==> src/rtl/core/brf_pkg.sv <==
// shared types, constants and helper functions of the banked register file
package brf_pkg;

	// command codes
	localparam logic [3:0] CMD_READ       = 4'd0;
	localparam logic [3:0] CMD_WRITE      = 4'd1;
	localparam logic [3:0] CMD_READ_MODE  = 4'd2;
	localparam logic [3:0] CMD_WRITE_MODE = 4'd3;
	localparam logic [3:0] CMD_SPSR_READ  = 4'd4;
	localparam logic [3:0] CMD_SPSR_WRITE = 4'd5;
	localparam logic [3:0] CMD_CPSR_READ  = 4'd6;
	localparam logic [3:0] CMD_CPSR_WRITE = 4'd7;
	localparam logic [3:0] CMD_COND       = 4'd8;
	localparam logic [3:0] CMD_SWI        = 4'd9;

	// processor modes
	localparam logic [4:0] MODE_USR = 5'h10;
	localparam logic [4:0] MODE_FIQ = 5'h11;
	localparam logic [4:0] MODE_IRQ = 5'h12;
	localparam logic [4:0] MODE_SVC = 5'h13;
	localparam logic [4:0] MODE_ABT = 5'h17;
	localparam logic [4:0] MODE_UND = 5'h1B;
	localparam logic [4:0] MODE_SYS = 5'h1F;

	// condition codes
	localparam logic [3:0] COND_EQ = 4'd0;
	localparam logic [3:0] COND_NE = 4'd1;
	localparam logic [3:0] COND_CS = 4'd2;
	localparam logic [3:0] COND_CC = 4'd3;
	localparam logic [3:0] COND_MI = 4'd4;
	localparam logic [3:0] COND_PL = 4'd5;
	localparam logic [3:0] COND_VS = 4'd6;
	localparam logic [3:0] COND_VC = 4'd7;
	localparam logic [3:0] COND_HI = 4'd8;
	localparam logic [3:0] COND_LS = 4'd9;
	localparam logic [3:0] COND_GE = 4'd10;
	localparam logic [3:0] COND_LT = 4'd11;
	localparam logic [3:0] COND_GT = 4'd12;
	localparam logic [3:0] COND_LE = 4'd13;
	localparam logic [3:0] COND_AL = 4'd14;

	localparam logic [3:0] REG_PC = 4'd15;

	// reset values
	localparam logic [31:0] STACK_USR_RESET = 32'h0300_7F00;
	localparam logic [31:0] STACK_SVC_RESET = 32'h0300_7FE0;
	localparam logic [31:0] STACK_IRQ_RESET = 32'h0300_7FA0;
	localparam logic [31:0] PC_RESET        = 32'h0800_0000;
	localparam logic [31:0] STATUS_RESET    = 32'h0000_005F;
	localparam logic [31:0] SWI_VECTOR      = 32'h0000_0008;
	localparam logic [31:0] PC_ALIGN_MASK   = 32'hFFFF_FFFE;
	localparam logic [31:0] SWI_CLEAR_MASK  = 32'h0000_023F;
	localparam logic [31:0] IRQ_MASK_BIT    = 32'h0000_0080;

	// register memory layout: r0-r14 user, then fiq r8-r14, then r13/r14 of svc, abt, irq, und
	localparam int REG_DEPTH  = 30;
	localparam int REG_ADDR_W = 5;
	localparam logic [REG_ADDR_W-1:0] ADDR_USR_SP = 5'd13;
	localparam logic [REG_ADDR_W-1:0] OFS_FIQ     = 5'd7;
	localparam logic [REG_ADDR_W-1:0] OFS_SVC     = 5'd9;
	localparam logic [REG_ADDR_W-1:0] OFS_ABT     = 5'd11;
	localparam logic [REG_ADDR_W-1:0] OFS_IRQ     = 5'd13;
	localparam logic [REG_ADDR_W-1:0] OFS_UND     = 5'd15;
	localparam logic [REG_ADDR_W-1:0] ADDR_SVC_SP = 5'd22;
	localparam logic [REG_ADDR_W-1:0] ADDR_SVC_LR = 5'd23;
	localparam logic [REG_ADDR_W-1:0] ADDR_IRQ_SP = 5'd26;

	// saved status memory slots
	localparam int SAV_DEPTH  = 5;
	localparam int SAV_ADDR_W = 3;
	localparam logic [SAV_ADDR_W-1:0] SLOT_FIQ = 3'd0;
	localparam logic [SAV_ADDR_W-1:0] SLOT_IRQ = 3'd1;
	localparam logic [SAV_ADDR_W-1:0] SLOT_SVC = 3'd2;
	localparam logic [SAV_ADDR_W-1:0] SLOT_ABT = 3'd3;
	localparam logic [SAV_ADDR_W-1:0] SLOT_UND = 3'd4;

	typedef struct packed {
		logic                  hit;
		logic [REG_ADDR_W-1:0] addr;
	} reg_loc_t;

	typedef struct packed {
		logic                  hit;
		logic [SAV_ADDR_W-1:0] slot;
	} sav_loc_t;

	// storage location of r0-r14 seen in a mode
	function automatic reg_loc_t reg_loc(input logic [3:0] r, input logic [4:0] mode,
		input logic low_always);
		reg_loc_t loc;
		logic [REG_ADDR_W-1:0] ra;
		logic hi8;
		logic hi13;
		ra   = {1'b0, r};
		hi8  = (r >= 4'd8);
		hi13 = (r >= 4'd13);
		loc.hit  = 1'b1;
		loc.addr = ra;
		if (!(low_always && !hi8)) begin
			case (mode)
				MODE_USR, MODE_SYS: loc.addr = ra;
				MODE_FIQ: loc.addr = hi8 ? ra + OFS_FIQ : ra;
				MODE_SVC: loc.addr = hi13 ? ra + OFS_SVC : ra;
				MODE_ABT: loc.addr = hi13 ? ra + OFS_ABT : ra;
				MODE_IRQ: loc.addr = hi13 ? ra + OFS_IRQ : ra;
				MODE_UND: loc.addr = hi13 ? ra + OFS_UND : ra;
				default: begin
					loc.hit  = 1'b0;
					loc.addr = '0;
				end
			endcase
		end
		return loc;
	endfunction

	function automatic sav_loc_t sav_loc(input logic [4:0] mode);
		sav_loc_t loc;
		loc.hit = 1'b1;
		case (mode)
			MODE_FIQ: loc.slot = SLOT_FIQ;
			MODE_IRQ: loc.slot = SLOT_IRQ;
			MODE_SVC: loc.slot = SLOT_SVC;
			MODE_ABT: loc.slot = SLOT_ABT;
			MODE_UND: loc.slot = SLOT_UND;
			default: begin
				loc.hit  = 1'b0;
				loc.slot = '0;
			end
		endcase
		return loc;
	endfunction

	function automatic logic [31:0] reg_reset_val(input logic [REG_ADDR_W-1:0] addr);
		logic [31:0] v;
		case (addr)
			ADDR_USR_SP: v = STACK_USR_RESET;
			ADDR_SVC_SP: v = STACK_SVC_RESET;
			ADDR_IRQ_SP: v = STACK_IRQ_RESET;
			default:     v = '0;
		endcase
		return v;
	endfunction

	function automatic logic cond_holds(input logic [3:0] cond, input logic [3:0] nzcv);
		logic n;
		logic z;
		logic c;
		logic v;
		logic res;
		n = nzcv[3];
		z = nzcv[2];
		c = nzcv[1];
		v = nzcv[0];
		case (cond)
			COND_EQ: res = z;
			COND_NE: res = !z;
			COND_CS: res = c;
			COND_CC: res = !c;
			COND_MI: res = n;
			COND_PL: res = !n;
			COND_VS: res = v;
			COND_VC: res = !v;
			COND_HI: res = c && !z;
			COND_LS: res = !c || z;
			COND_GE: res = (n == v);
			COND_LT: res = (n != v);
			COND_GT: res = !z && (n == v);
			COND_LE: res = z || (n != v);
			COND_AL: res = 1'b1;
			default: res = 1'b0;
		endcase
		return res;
	endfunction

endpackage

==> src/rtl/core/brf_regmem.sv <==
// banked register memory with per-entry valid bits and reset-value fill on read
module brf_regmem (
	input  logic                           clk,
	input  logic                           arst_n,
	input  logic                           rd_en,
	input  logic [brf_pkg::REG_ADDR_W-1:0] rd_addr,
	output logic [31:0]                    rd_data,
	input  logic                           wr_en,
	input  logic [brf_pkg::REG_ADDR_W-1:0] wr_addr,
	input  logic [31:0]                    wr_data
);

	logic [31:0]                    mem [brf_pkg::REG_DEPTH];
	logic [brf_pkg::REG_DEPTH-1:0]  vld_q;
	logic [31:0]                    raw_q;
	logic                           raw_vld_q;
	logic [brf_pkg::REG_ADDR_W-1:0] addr_q;

	always_ff @(posedge clk) begin
		if (wr_en) begin
			mem[wr_addr] <= wr_data;
		end
		if (rd_en) begin
			raw_q  <= mem[rd_addr];
			addr_q <= rd_addr;
		end
	end

	always_ff @(posedge clk or negedge arst_n) begin
		if (!arst_n) begin
			vld_q     <= '0;
			raw_vld_q <= 1'b0;
		end else begin
			if (wr_en) begin
				vld_q[wr_addr] <= 1'b1;
			end
			if (rd_en) begin
				raw_vld_q <= vld_q[rd_addr];
			end
		end
	end

	// entries never written read as their reset value
	assign rd_data = raw_vld_q ? raw_q : brf_pkg::reg_reset_val(addr_q);

endmodule

==> src/rtl/core/banked_register_file.sv <==
// top level of the banked register file with status words
// One command per input beat; every command returns exactly one result beat. In the accept
// cycle the register memory and the saved-status memory are read (synchronous, registered);
// in the execute state that follows, the result is formed and any write goes back to the
// memories, the pc or the status word. A new command is taken only once the last one has
// made its read-then-write pass through the memories. A new command is taken while a result
// still waits on the output register; the block only holds its execute state while the
// output register is full and not being taken. Banked registers r0-r14 of all modes live in
// one 30-entry memory, the five saved status words in a second one; the pc and the current
// status word are flip-flops. Memories start from their reset values at once through
// per-entry valid bits, so there is no clearing pass after reset.
module banked_register_file (
	input  logic        clk,
	input  logic        arst_n,
	// command beat
	input  logic        s_tvalid,
	output logic        s_tready,
	// [3:0] command, [7:4] reg_index, [12:8] mode_select, [44:13] write_data,
	// [48:45] cond_code, [55:49] zero
	input  logic [55:0] s_tdata,
	// [0] thumb_view
	input  logic        s_tuser,
	// result beat
	output logic        m_tvalid,
	input  logic        m_tready,
	// [31:0] read_data, [32] cond_pass, [33] pc_written, [34] mode_has_saved, [39:35] zero
	output logic [39:0] m_tdata
);

	localparam logic ST_IDLE = 1'b0;
	localparam logic ST_EXEC = 1'b1;

	logic state_q;
	logic accept;
	logic fin;

	// input fields
	logic [3:0]  in_cmd;
	logic [3:0]  in_reg;
	logic [4:0]  in_mode;
	logic [31:0] in_data;
	logic [3:0]  in_cond;

	assign in_cmd  = s_tdata[3:0];
	assign in_reg  = s_tdata[7:4];
	assign in_mode = s_tdata[12:8];
	assign in_data = s_tdata[44:13];
	assign in_cond = s_tdata[48:45];

	// architectural state outside the memories
	logic [31:0] pc_q;
	logic [31:0] status_q;

	// command held for the execute cycle
	logic [3:0]        cmd_s1;
	logic [3:0]        reg_s1;
	logic [31:0]       data_s1;
	logic              thumb_s1;
	logic [3:0]        cond_s1;
	brf_pkg::reg_loc_t loc_s1;
	brf_pkg::sav_loc_t sav_s1;

	brf_pkg::reg_loc_t in_loc;
	brf_pkg::sav_loc_t in_sav;
	logic              named;

	assign accept = s_tvalid && s_tready;
	assign s_tready = (state_q == ST_IDLE);
	// execute state finishes once the output register can take the result
	assign fin = (state_q == ST_EXEC) && (!m_tvalid || m_tready);

	// named-mode commands use mode_select, the others the current mode
	assign named  = (in_cmd == brf_pkg::CMD_READ_MODE) || (in_cmd == brf_pkg::CMD_WRITE_MODE);
	assign in_loc = brf_pkg::reg_loc(in_reg, named ? in_mode : status_q[4:0], !named);
	assign in_sav = brf_pkg::sav_loc(status_q[4:0]);

	always_ff @(posedge clk or negedge arst_n) begin
		if (!arst_n) begin
			state_q <= ST_IDLE;
		end else begin
			case (state_q)
				ST_IDLE: if (accept) state_q <= ST_EXEC;
				ST_EXEC: if (fin) state_q <= ST_IDLE;
				default: state_q <= ST_IDLE;
			endcase
		end
	end

	always_ff @(posedge clk) begin
		if (accept) begin
			cmd_s1   <= in_cmd;
			reg_s1   <= in_reg;
			data_s1  <= in_data;
			thumb_s1 <= s_tuser;
			cond_s1  <= in_cond;
			loc_s1   <= in_loc;
			sav_s1   <= in_sav;
		end
	end

	// register memory
	logic [31:0]                    reg_rd_data;
	logic                           reg_wr_en;
	logic [brf_pkg::REG_ADDR_W-1:0] reg_wr_addr;
	logic [31:0]                    reg_wr_data;

	brf_regmem u_regmem (
		.clk     (clk),
		.arst_n  (arst_n),
		.rd_en   (accept),
		.rd_addr (in_loc.addr),
		.rd_data (reg_rd_data),
		.wr_en   (reg_wr_en),
		.wr_addr (reg_wr_addr),
		.wr_data (reg_wr_data)
	);

	// saved status memory, reset value zero through valid bits
	logic [31:0]                   sav_mem [brf_pkg::SAV_DEPTH];
	logic [brf_pkg::SAV_DEPTH-1:0] sav_vld_q;
	logic [31:0]                   sav_raw_q;
	logic                          sav_raw_vld_q;
	logic                          sav_wr_en;
	logic [brf_pkg::SAV_ADDR_W-1:0] sav_wr_slot;
	logic [31:0]                   sav_wr_data;
	logic [31:0]                   sav_rd_data;

	always_ff @(posedge clk) begin
		if (sav_wr_en) begin
			sav_mem[sav_wr_slot] <= sav_wr_data;
		end
		if (accept) begin
			sav_raw_q <= sav_mem[in_sav.slot];
		end
	end

	always_ff @(posedge clk or negedge arst_n) begin
		if (!arst_n) begin
			sav_vld_q     <= '0;
			sav_raw_vld_q <= 1'b0;
		end else begin
			if (sav_wr_en) begin
				sav_vld_q[sav_wr_slot] <= 1'b1;
			end
			if (accept) begin
				sav_raw_vld_q <= sav_vld_q[in_sav.slot];
			end
		end
	end

	assign sav_rd_data = sav_raw_vld_q ? sav_raw_q : '0;

	// execute: result and write-back
	logic              is_pc;
	logic              is_swi;
	logic [31:0]       pc_view;
	logic [31:0]       res_data;
	logic              res_pass;
	logic              res_pcw;
	logic [31:0]       status_nxt;
	logic [31:0]       pc_nxt;
	logic              res_has_saved;
	logic              reg_wr_cmd;
	brf_pkg::sav_loc_t nxt_sav;

	assign is_pc      = (reg_s1 == brf_pkg::REG_PC);
	assign is_swi     = (cmd_s1 == brf_pkg::CMD_SWI);
	assign pc_view    = pc_q + (thumb_s1 ? 32'd4 : 32'd8);
	assign reg_wr_cmd = (cmd_s1 == brf_pkg::CMD_WRITE) || (cmd_s1 == brf_pkg::CMD_WRITE_MODE);

	always_comb begin
		res_data   = '0;
		res_pass   = 1'b0;
		res_pcw    = 1'b0;
		status_nxt = status_q;
		pc_nxt     = pc_q;
		case (cmd_s1)
			brf_pkg::CMD_READ, brf_pkg::CMD_READ_MODE: begin
				if (is_pc) res_data = pc_view;
				else if (loc_s1.hit) res_data = reg_rd_data;
			end
			brf_pkg::CMD_WRITE, brf_pkg::CMD_WRITE_MODE: begin
				if (is_pc) begin
					pc_nxt  = data_s1 & brf_pkg::PC_ALIGN_MASK;
					res_pcw = 1'b1;
				end
			end
			brf_pkg::CMD_SPSR_READ: res_data = sav_s1.hit ? sav_rd_data : status_q;
			brf_pkg::CMD_CPSR_READ: res_data = status_q;
			brf_pkg::CMD_CPSR_WRITE: status_nxt = data_s1;
			brf_pkg::CMD_COND: res_pass = brf_pkg::cond_holds(cond_s1, status_q[31:28]);
			brf_pkg::CMD_SWI: begin
				// enter supervisor with irq masked, thumb and mode bits cleared
				status_nxt = (status_q & ~brf_pkg::SWI_CLEAR_MASK) | brf_pkg::IRQ_MASK_BIT
					| {27'd0, brf_pkg::MODE_SVC};
				pc_nxt     = brf_pkg::SWI_VECTOR;
				res_pcw    = 1'b1;
			end
			default: begin
				res_data = '0;
			end
		endcase
	end

	assign nxt_sav       = brf_pkg::sav_loc(status_nxt[4:0]);
	assign res_has_saved = nxt_sav.hit;

	// swi stores the return link into the svc bank, writes through a mode go to their cell
	assign reg_wr_en   = fin && ((reg_wr_cmd && !is_pc && loc_s1.hit) || is_swi);
	assign reg_wr_addr = is_swi ? brf_pkg::ADDR_SVC_LR : loc_s1.addr;
	assign reg_wr_data = is_swi ? pc_q + 32'd4 : data_s1;

	assign sav_wr_en   = fin && (((cmd_s1 == brf_pkg::CMD_SPSR_WRITE) && sav_s1.hit) || is_swi);
	assign sav_wr_slot = is_swi ? brf_pkg::SLOT_SVC : sav_s1.slot;
	assign sav_wr_data = is_swi ? status_q : data_s1;

	always_ff @(posedge clk or negedge arst_n) begin
		if (!arst_n) begin
			pc_q     <= brf_pkg::PC_RESET;
			status_q <= brf_pkg::STATUS_RESET;
		end else if (fin) begin
			pc_q     <= pc_nxt;
			status_q <= status_nxt;
		end
	end

	// output register
	logic        m_tvalid_q;
	logic [39:0] m_tdata_q;

	always_ff @(posedge clk or negedge arst_n) begin
		if (!arst_n) begin
			m_tvalid_q <= 1'b0;
		end else if (fin) begin
			m_tvalid_q <= 1'b1;
		end else if (m_tready) begin
			m_tvalid_q <= 1'b0;
		end
	end

	always_ff @(posedge clk) begin
		if (fin) begin
			m_tdata_q <= {5'd0, res_has_saved, res_pcw, res_pass, res_data};
		end
	end

	assign m_tvalid = m_tvalid_q;
	assign m_tdata  = m_tdata_q;

	// an accepted beat always moves into the execute cycle
	a_accept_exec: assert property (@(posedge clk) disable iff (!arst_n)
		accept |=> (state_q == ST_EXEC))
		else $error("accepted beat did not enter execute");

	// execute holds while the output register is blocked
	a_exec_hold: assert property (@(posedge clk) disable iff (!arst_n)
		((state_q == ST_EXEC) && m_tvalid && !m_tready) |=> (state_q == ST_EXEC) && m_tvalid)
		else $error("execute left while result blocked");

	// pc stays halfword aligned after any pc write
	a_pc_align: assert property (@(posedge clk) disable iff (!arst_n)
		(fin && res_pcw) |=> !pc_q[0])
		else $error("pc bit 0 set after write");

	// software interrupt lands in supervisor mode at the vector
	a_swi_entry: assert property (@(posedge clk) disable iff (!arst_n)
		(fin && is_swi) |=> (status_q[4:0] == brf_pkg::MODE_SVC) && (pc_q == brf_pkg::SWI_VECTOR)
			&& m_tdata[34])
		else $error("swi entry state wrong");

endmodule
==> config.mk <==
export PLATFORM = sky130hd
export DESIGN_NAME = banked_register_file
export DESIGN_NICKNAME = d
export VERILOG_FILES = /design/src/rtl/core/brf_pkg.sv /design/src/rtl/core/brf_regmem.sv /design/src/rtl/core/banked_register_file.sv
export SDC_FILE = /design/constraint.sdc
export NUM_CORES = 2
export LEC_CHECK = 0
export BUFFER_PORTS_ARGS = -buffer_cell sky130_fd_sc_hd__buf_4
export CORE_ASPECT_RATIO = 1.5
export CORE_MARGIN = 2
export CORE_UTILIZATION = 62
export DETAILED_ROUTE_END_ITERATION = 6
export GPL_TIMING_DRIVEN = 0
export PLACE_DENSITY = 0.79
export SYNTH_ARGS = -nofsm -noshare
export SYNTH_HDL_FRONTEND = slang
export SYNTH_HIERARCHICAL = 1
export SYNTH_SLANG_ARGS = --single-unit
==> constraint.sdc <==
create_clock -name clk -period 6.21 [get_ports clk]
set_clock_uncertainty 0.05 [all_clocks]
set_input_delay 0.9315 -clock clk [delete_from_list [all_inputs] [get_ports clk]]
set_output_delay 0.9315 -clock clk [all_outputs]
set_load 0.05 [all_outputs]
==> PnR_summary.wiki <==
{| class="wikitable"
! Metric !! Value
|-
| Endpoint class of the critical path || register
|-
| Worst-case hold slack || 0.197 ns
|-
| Post-place setup slack || -0.625 ns
|-
| Leakage power figure || 0.0209 uW
|-
| Startpoint of the lowest-slack register-to-register path || status_q[4]
|-
| Number of buffers inserted for hold repair after clock tree synthesis || 0
|-
| RSZ-0062 raised after global routing || false
|-
| Post-synthesis sequential area ratio || 0.743
|-
| PortBufs || 90
|-
| Required time at the endpoint of the critical path || between 6 and 7 ns
|-
| Top-level port count || 103
|-
| Die Span X || 247 um
|-
| Total number of vias || about 32000
|-
| Final count of negative-setup-slack endpoints || 0
|-
| Startpoint type of the worst setup path || input pin
|-
| Htree depth || 3
|-
| Number of nets at the end of the flow || around 3300
|-
| DR iter-0 viols || 4808
|-
| Count of warnings emitted by yosys || 6
|-
| Worst-Skew Late Latency || between 0.7 and 0.8 ns
|-
| First-pass detailed-route iteration total || 7
|-
| Maximum clock rate || 163 MHz
|-
| Worst reg2reg path depth || 10
|-
| Crit share post-route || 0.991
|-
| Yosys cell types || between 80 and 90
|-
| MaxCap Viol Count || 0
|-
| Worst slew pin tran || 1.39 ns
|-
| Final cell utilization of the core || 0.716
|-
| Sum of net half-perimeters after detailed placement || between 100 and 150 mm
|-
| Met2 capacity usage during global routing || 0.621
|-
| Layout cell share with drive strength beyond 1 || 0.270
|-
| Final Slew Violations || 0
|-
| CTS sink cnt || 1381
|-
| Power density cells || roughly 390 nW/um2
|-
| Global Route met3 Usage || 0.0824
|-
| GR Overflow Total || 0
|-
| Synthesized area per cell || around 19 um2
|-
| Synth async-reset ratio || 0.0739
|-
| Total die area || 91300 um2
|-
| Vias in the first global route || approximately 33000
|-
| Number of antenna violations at the first check in global routing || 9
|-
| Post-synthesis cell area || ~55000 um2
|-
| Tot GR Track Use || 0.363
|-
| Count of final hold-check violations || 0
|-
| CTS tree || yes
|-
| Top_reg_cell synth || edfxtp_1
|-
| #FFs+latches synth || 1381
|-
| Relative max-transition margin || 0.0700
|-
| Synthesis-to-layout area growth || 14.1%
|-
| Register-to-Register Setup Slack || ~0.22 ns
|-
| Num CTS Buffers || roughly 120
|-
| Number of antenna-violating nets in the routed design || 0
|-
| End of the worst register-to-register path || u_regmem/raw_q[28]
|-
| Status || complete, but fails checks
|-
| Data arrival time of the critical path || roughly 6.6 ns
|-
| Largest net degree at the start of global routing || between 80 and 90
|-
| Met1 global-route usage || 0.393
|-
| Failing checks || design-rule violations
|-
| Number of instances in the synthesized netlist || just under 3000
|-
| Global-route wire length before repair || about 230 mm
|-
| Cell at the root of the clock tree || clkbuf_16
|-
| Maximum net fanout on the critical path || 10
|-
| Core Area || 87900 um2
|-
| DR vias/cell || 7.13
|-
| DR WL/cell || between 30 and 40 um
|-
| HP Class || in -> async
|-
| Clk pin slew, worst setup/hold paths || around 0.07 ns
|-
| Weighted congestion reported at the end of routability-driven placement || around 1
|-
| Count of flip-flops with a built-in enable after synthesis || between 1000 and 1500
|-
| FP Rows || between 100 and 150
|-
| Total Wirelength || about 160 mm
|-
| Shortest clock period the worst path allows after layout || 6.15 ns
|-
| Critical path start-end classification || in -> reg
|-
| Clock Tree Buf Depth || 3
|-
| Final Worst Setup Slack || roughly 0.058 ns
|-
| DRC errors left || 5
|-
| Die boundary height || ~370 um
|-
| Effective utilization at floorplan || 0.627
|-
| IR drop worst, VDD || 344 uV
|-
| Most congested layer reported by global routing || met2
|}
-- synth_stat cells, types with 4 or more instances --
library cell,number,area [um2]
edfxtp_1,1279,38400
nand2_1,315,1180
mux4_2,295,6640
nor2_1,106,398
clkbuf_1,96,360
dfrtp_1,95,2380
o21ai_1,71,355
mux2_2,65,732
o21ai_0,62,310
a31oi_1,42,263
xor2_1,37,324
buf_2,34,170
o221ai_1,34,298
or2_2,33,206
buf_4,30,225
nand3_1,29,145
a222oi_1,27,270
a21oi_1,26,130
and2_1,25,156
nand4_1,23,144
xnor2_1,23,201
buf_1,20,75.1
a21o_1,18,135
inv_1,15,56.3
nand2b_1,13,81.3
and3_1,10,62.6
nand3b_1,10,75.1
a22oi_1,9,67.6
buf_6,7,78.8
dfstp_2,7,184
nor2b_1,7,43.8
ha_1,6,75.1
nor3_1,6,30.0
o22ai_1,6,37.5
or2_1,6,37.5
or3_1,6,37.5
and4_1,5,43.8
mux2i_1,5,50.1
a22o_1,4,35.0
o22a_1,4,35.0
-- report_power, final --
group          internal, uW  switching [uW]
registers             10800             266
clock network          4330            3440
logic                  2170            3410
total                 17300            7120
-- worst max-delay path: stages --
cell and delay (ns):
buf_4 0.12, clkbuf_1 0.34, inv_1 0.08, ha_1 0.24, inv_1 0.13, o211a_1 0.29
mux2i_1 0.23, a221oi_1 0.11, a221o_1 0.34, o21ai_1 0.31, buf_2 0.48, clkbuf_1 0.70
buf_1 0.93, mux4_2 0.47, mux4_2 0.50, mux2_2 0.34
-- final cells by class --
class | count | area, um2
inverter | 18 | 72.6
buffer | 188 | 917
clock buffer | 139 | 3100
sequential | 1381 | 41000
tap | 1147 | 1440
antenna | 2 | 5.00
fill | 4911 | 25000
clock inverter | 80 | 926
timing repair buffer | 160 | 1930
multi-input combinational | 1391 | 13600
-- timing repair --
| action | 4_1_cts | 5_1_grt |
|---|---|---|
| gates resized for setup | 0 | 6 |
| buffers inserted | 0 | 0 |
| endpoints found under the setup margin | 0 | 32 |
-- flip-flops by register name (all words and copies together), names as in the netlist, 6 cells and up --
name	flops
loc_s1	6
data_s1	32
sav_mem	160
pc_q	31
u_regmem/vld_q	30
u_regmem/raw_q	32
u_regmem/mem	960
status_q	32
m_tdata	35
sav_raw_q	32
-- cell usage in the layout (no fill, tap or decap), drive strengths merged, types with 8 or more instances in the layout --
cell type	n
dfrtp	95
nor3	8
a222oi	27
a21oi	26
buf	251
xnor2	23
and3	10
nand3b	10
and2	25
inv	26
nand2b	13
a31oi	42
or2	39
clkinv	47
o21ai	133
nand3	30
o221ai	34
nand2	315
nor2	108
mux4	295
clkbuf	236
mux2	65
edfxtp	1279
a21o	18
nand4	23
xor2	37
a22oi	9
bufinv	18
-- how the worst max path moves through the flow --
| stage | from | end | slack [ns] | depth (start not counted) |
|---|---|---|---|---|
| after floorplan | m_tready | sav_mem[3][0] | 0.29 | 5 |
| after global placement | m_tready | sav_vld_q[3] | -3.72 | 7 |
| after detailed placement | s_tdata[4] | u_regmem/raw_q[16] | -0.63 | 15 |
| after CTS | s_tdata[4] | u_regmem/raw_q[16] | 0.02 | 15 |
| after global routing | s_tdata[4] | u_regmem/raw_q[28] | 0.008 | 16 |
| final | s_tdata[4] | u_regmem/raw_q[28] | 0.06 | 16 |
-- metal layers --
| metal | routed length, um | share of wire | vias up |
|---|---|---|---|
| met5 | 152 | 0.00094 | - |
| met4 | 13800 | 0.085 | 12 |
| met3 | 16500 | 0.10 | 789 |
| met2 | 83600 | 0.51 | 2714 |
| met1 | 48400 | 0.30 | 16200 |
| li1 | - | - | 12400 |
-- metrics by stage --
step | setup TNS, ns | cells | cell area (um2) | total power (uW)
global placement | -590.31 | 4215 | 57200 | 16300
finish | 0 | 4506 | 62900 | 24400
detailed placement | -17.42 | 4284 | 58800 | 16500
CTS | 0 | 4503 | 62900 | 24300
global route | 0 | 4505 | 62900 | 24900
floorplan | 0 | 2978 | 55100 | 14700
-- logic make-up (layout without fill, tap and decap cells) --
family / Yosys count / after routing / share of synthesized area
AO/OA/AOI/OAI: 331 / 331 / 0.0397
XOR/XNOR: 60 / 60 / 0.00953
adder cells (fa/ha/maj): 7 / 7 / 0.00173
buffers and inverters: 206 / 585 / 0.0178
flip-flops: 1381 / 1381 / 0.743
multiplexers: 365 / 365 / 0.135
other: 1 / 7 / 0.0000680
AND/OR/NAND/NOR: 623 / 623 / 0.0531
No activity file was read; power rests on OpenSTA's default activity.
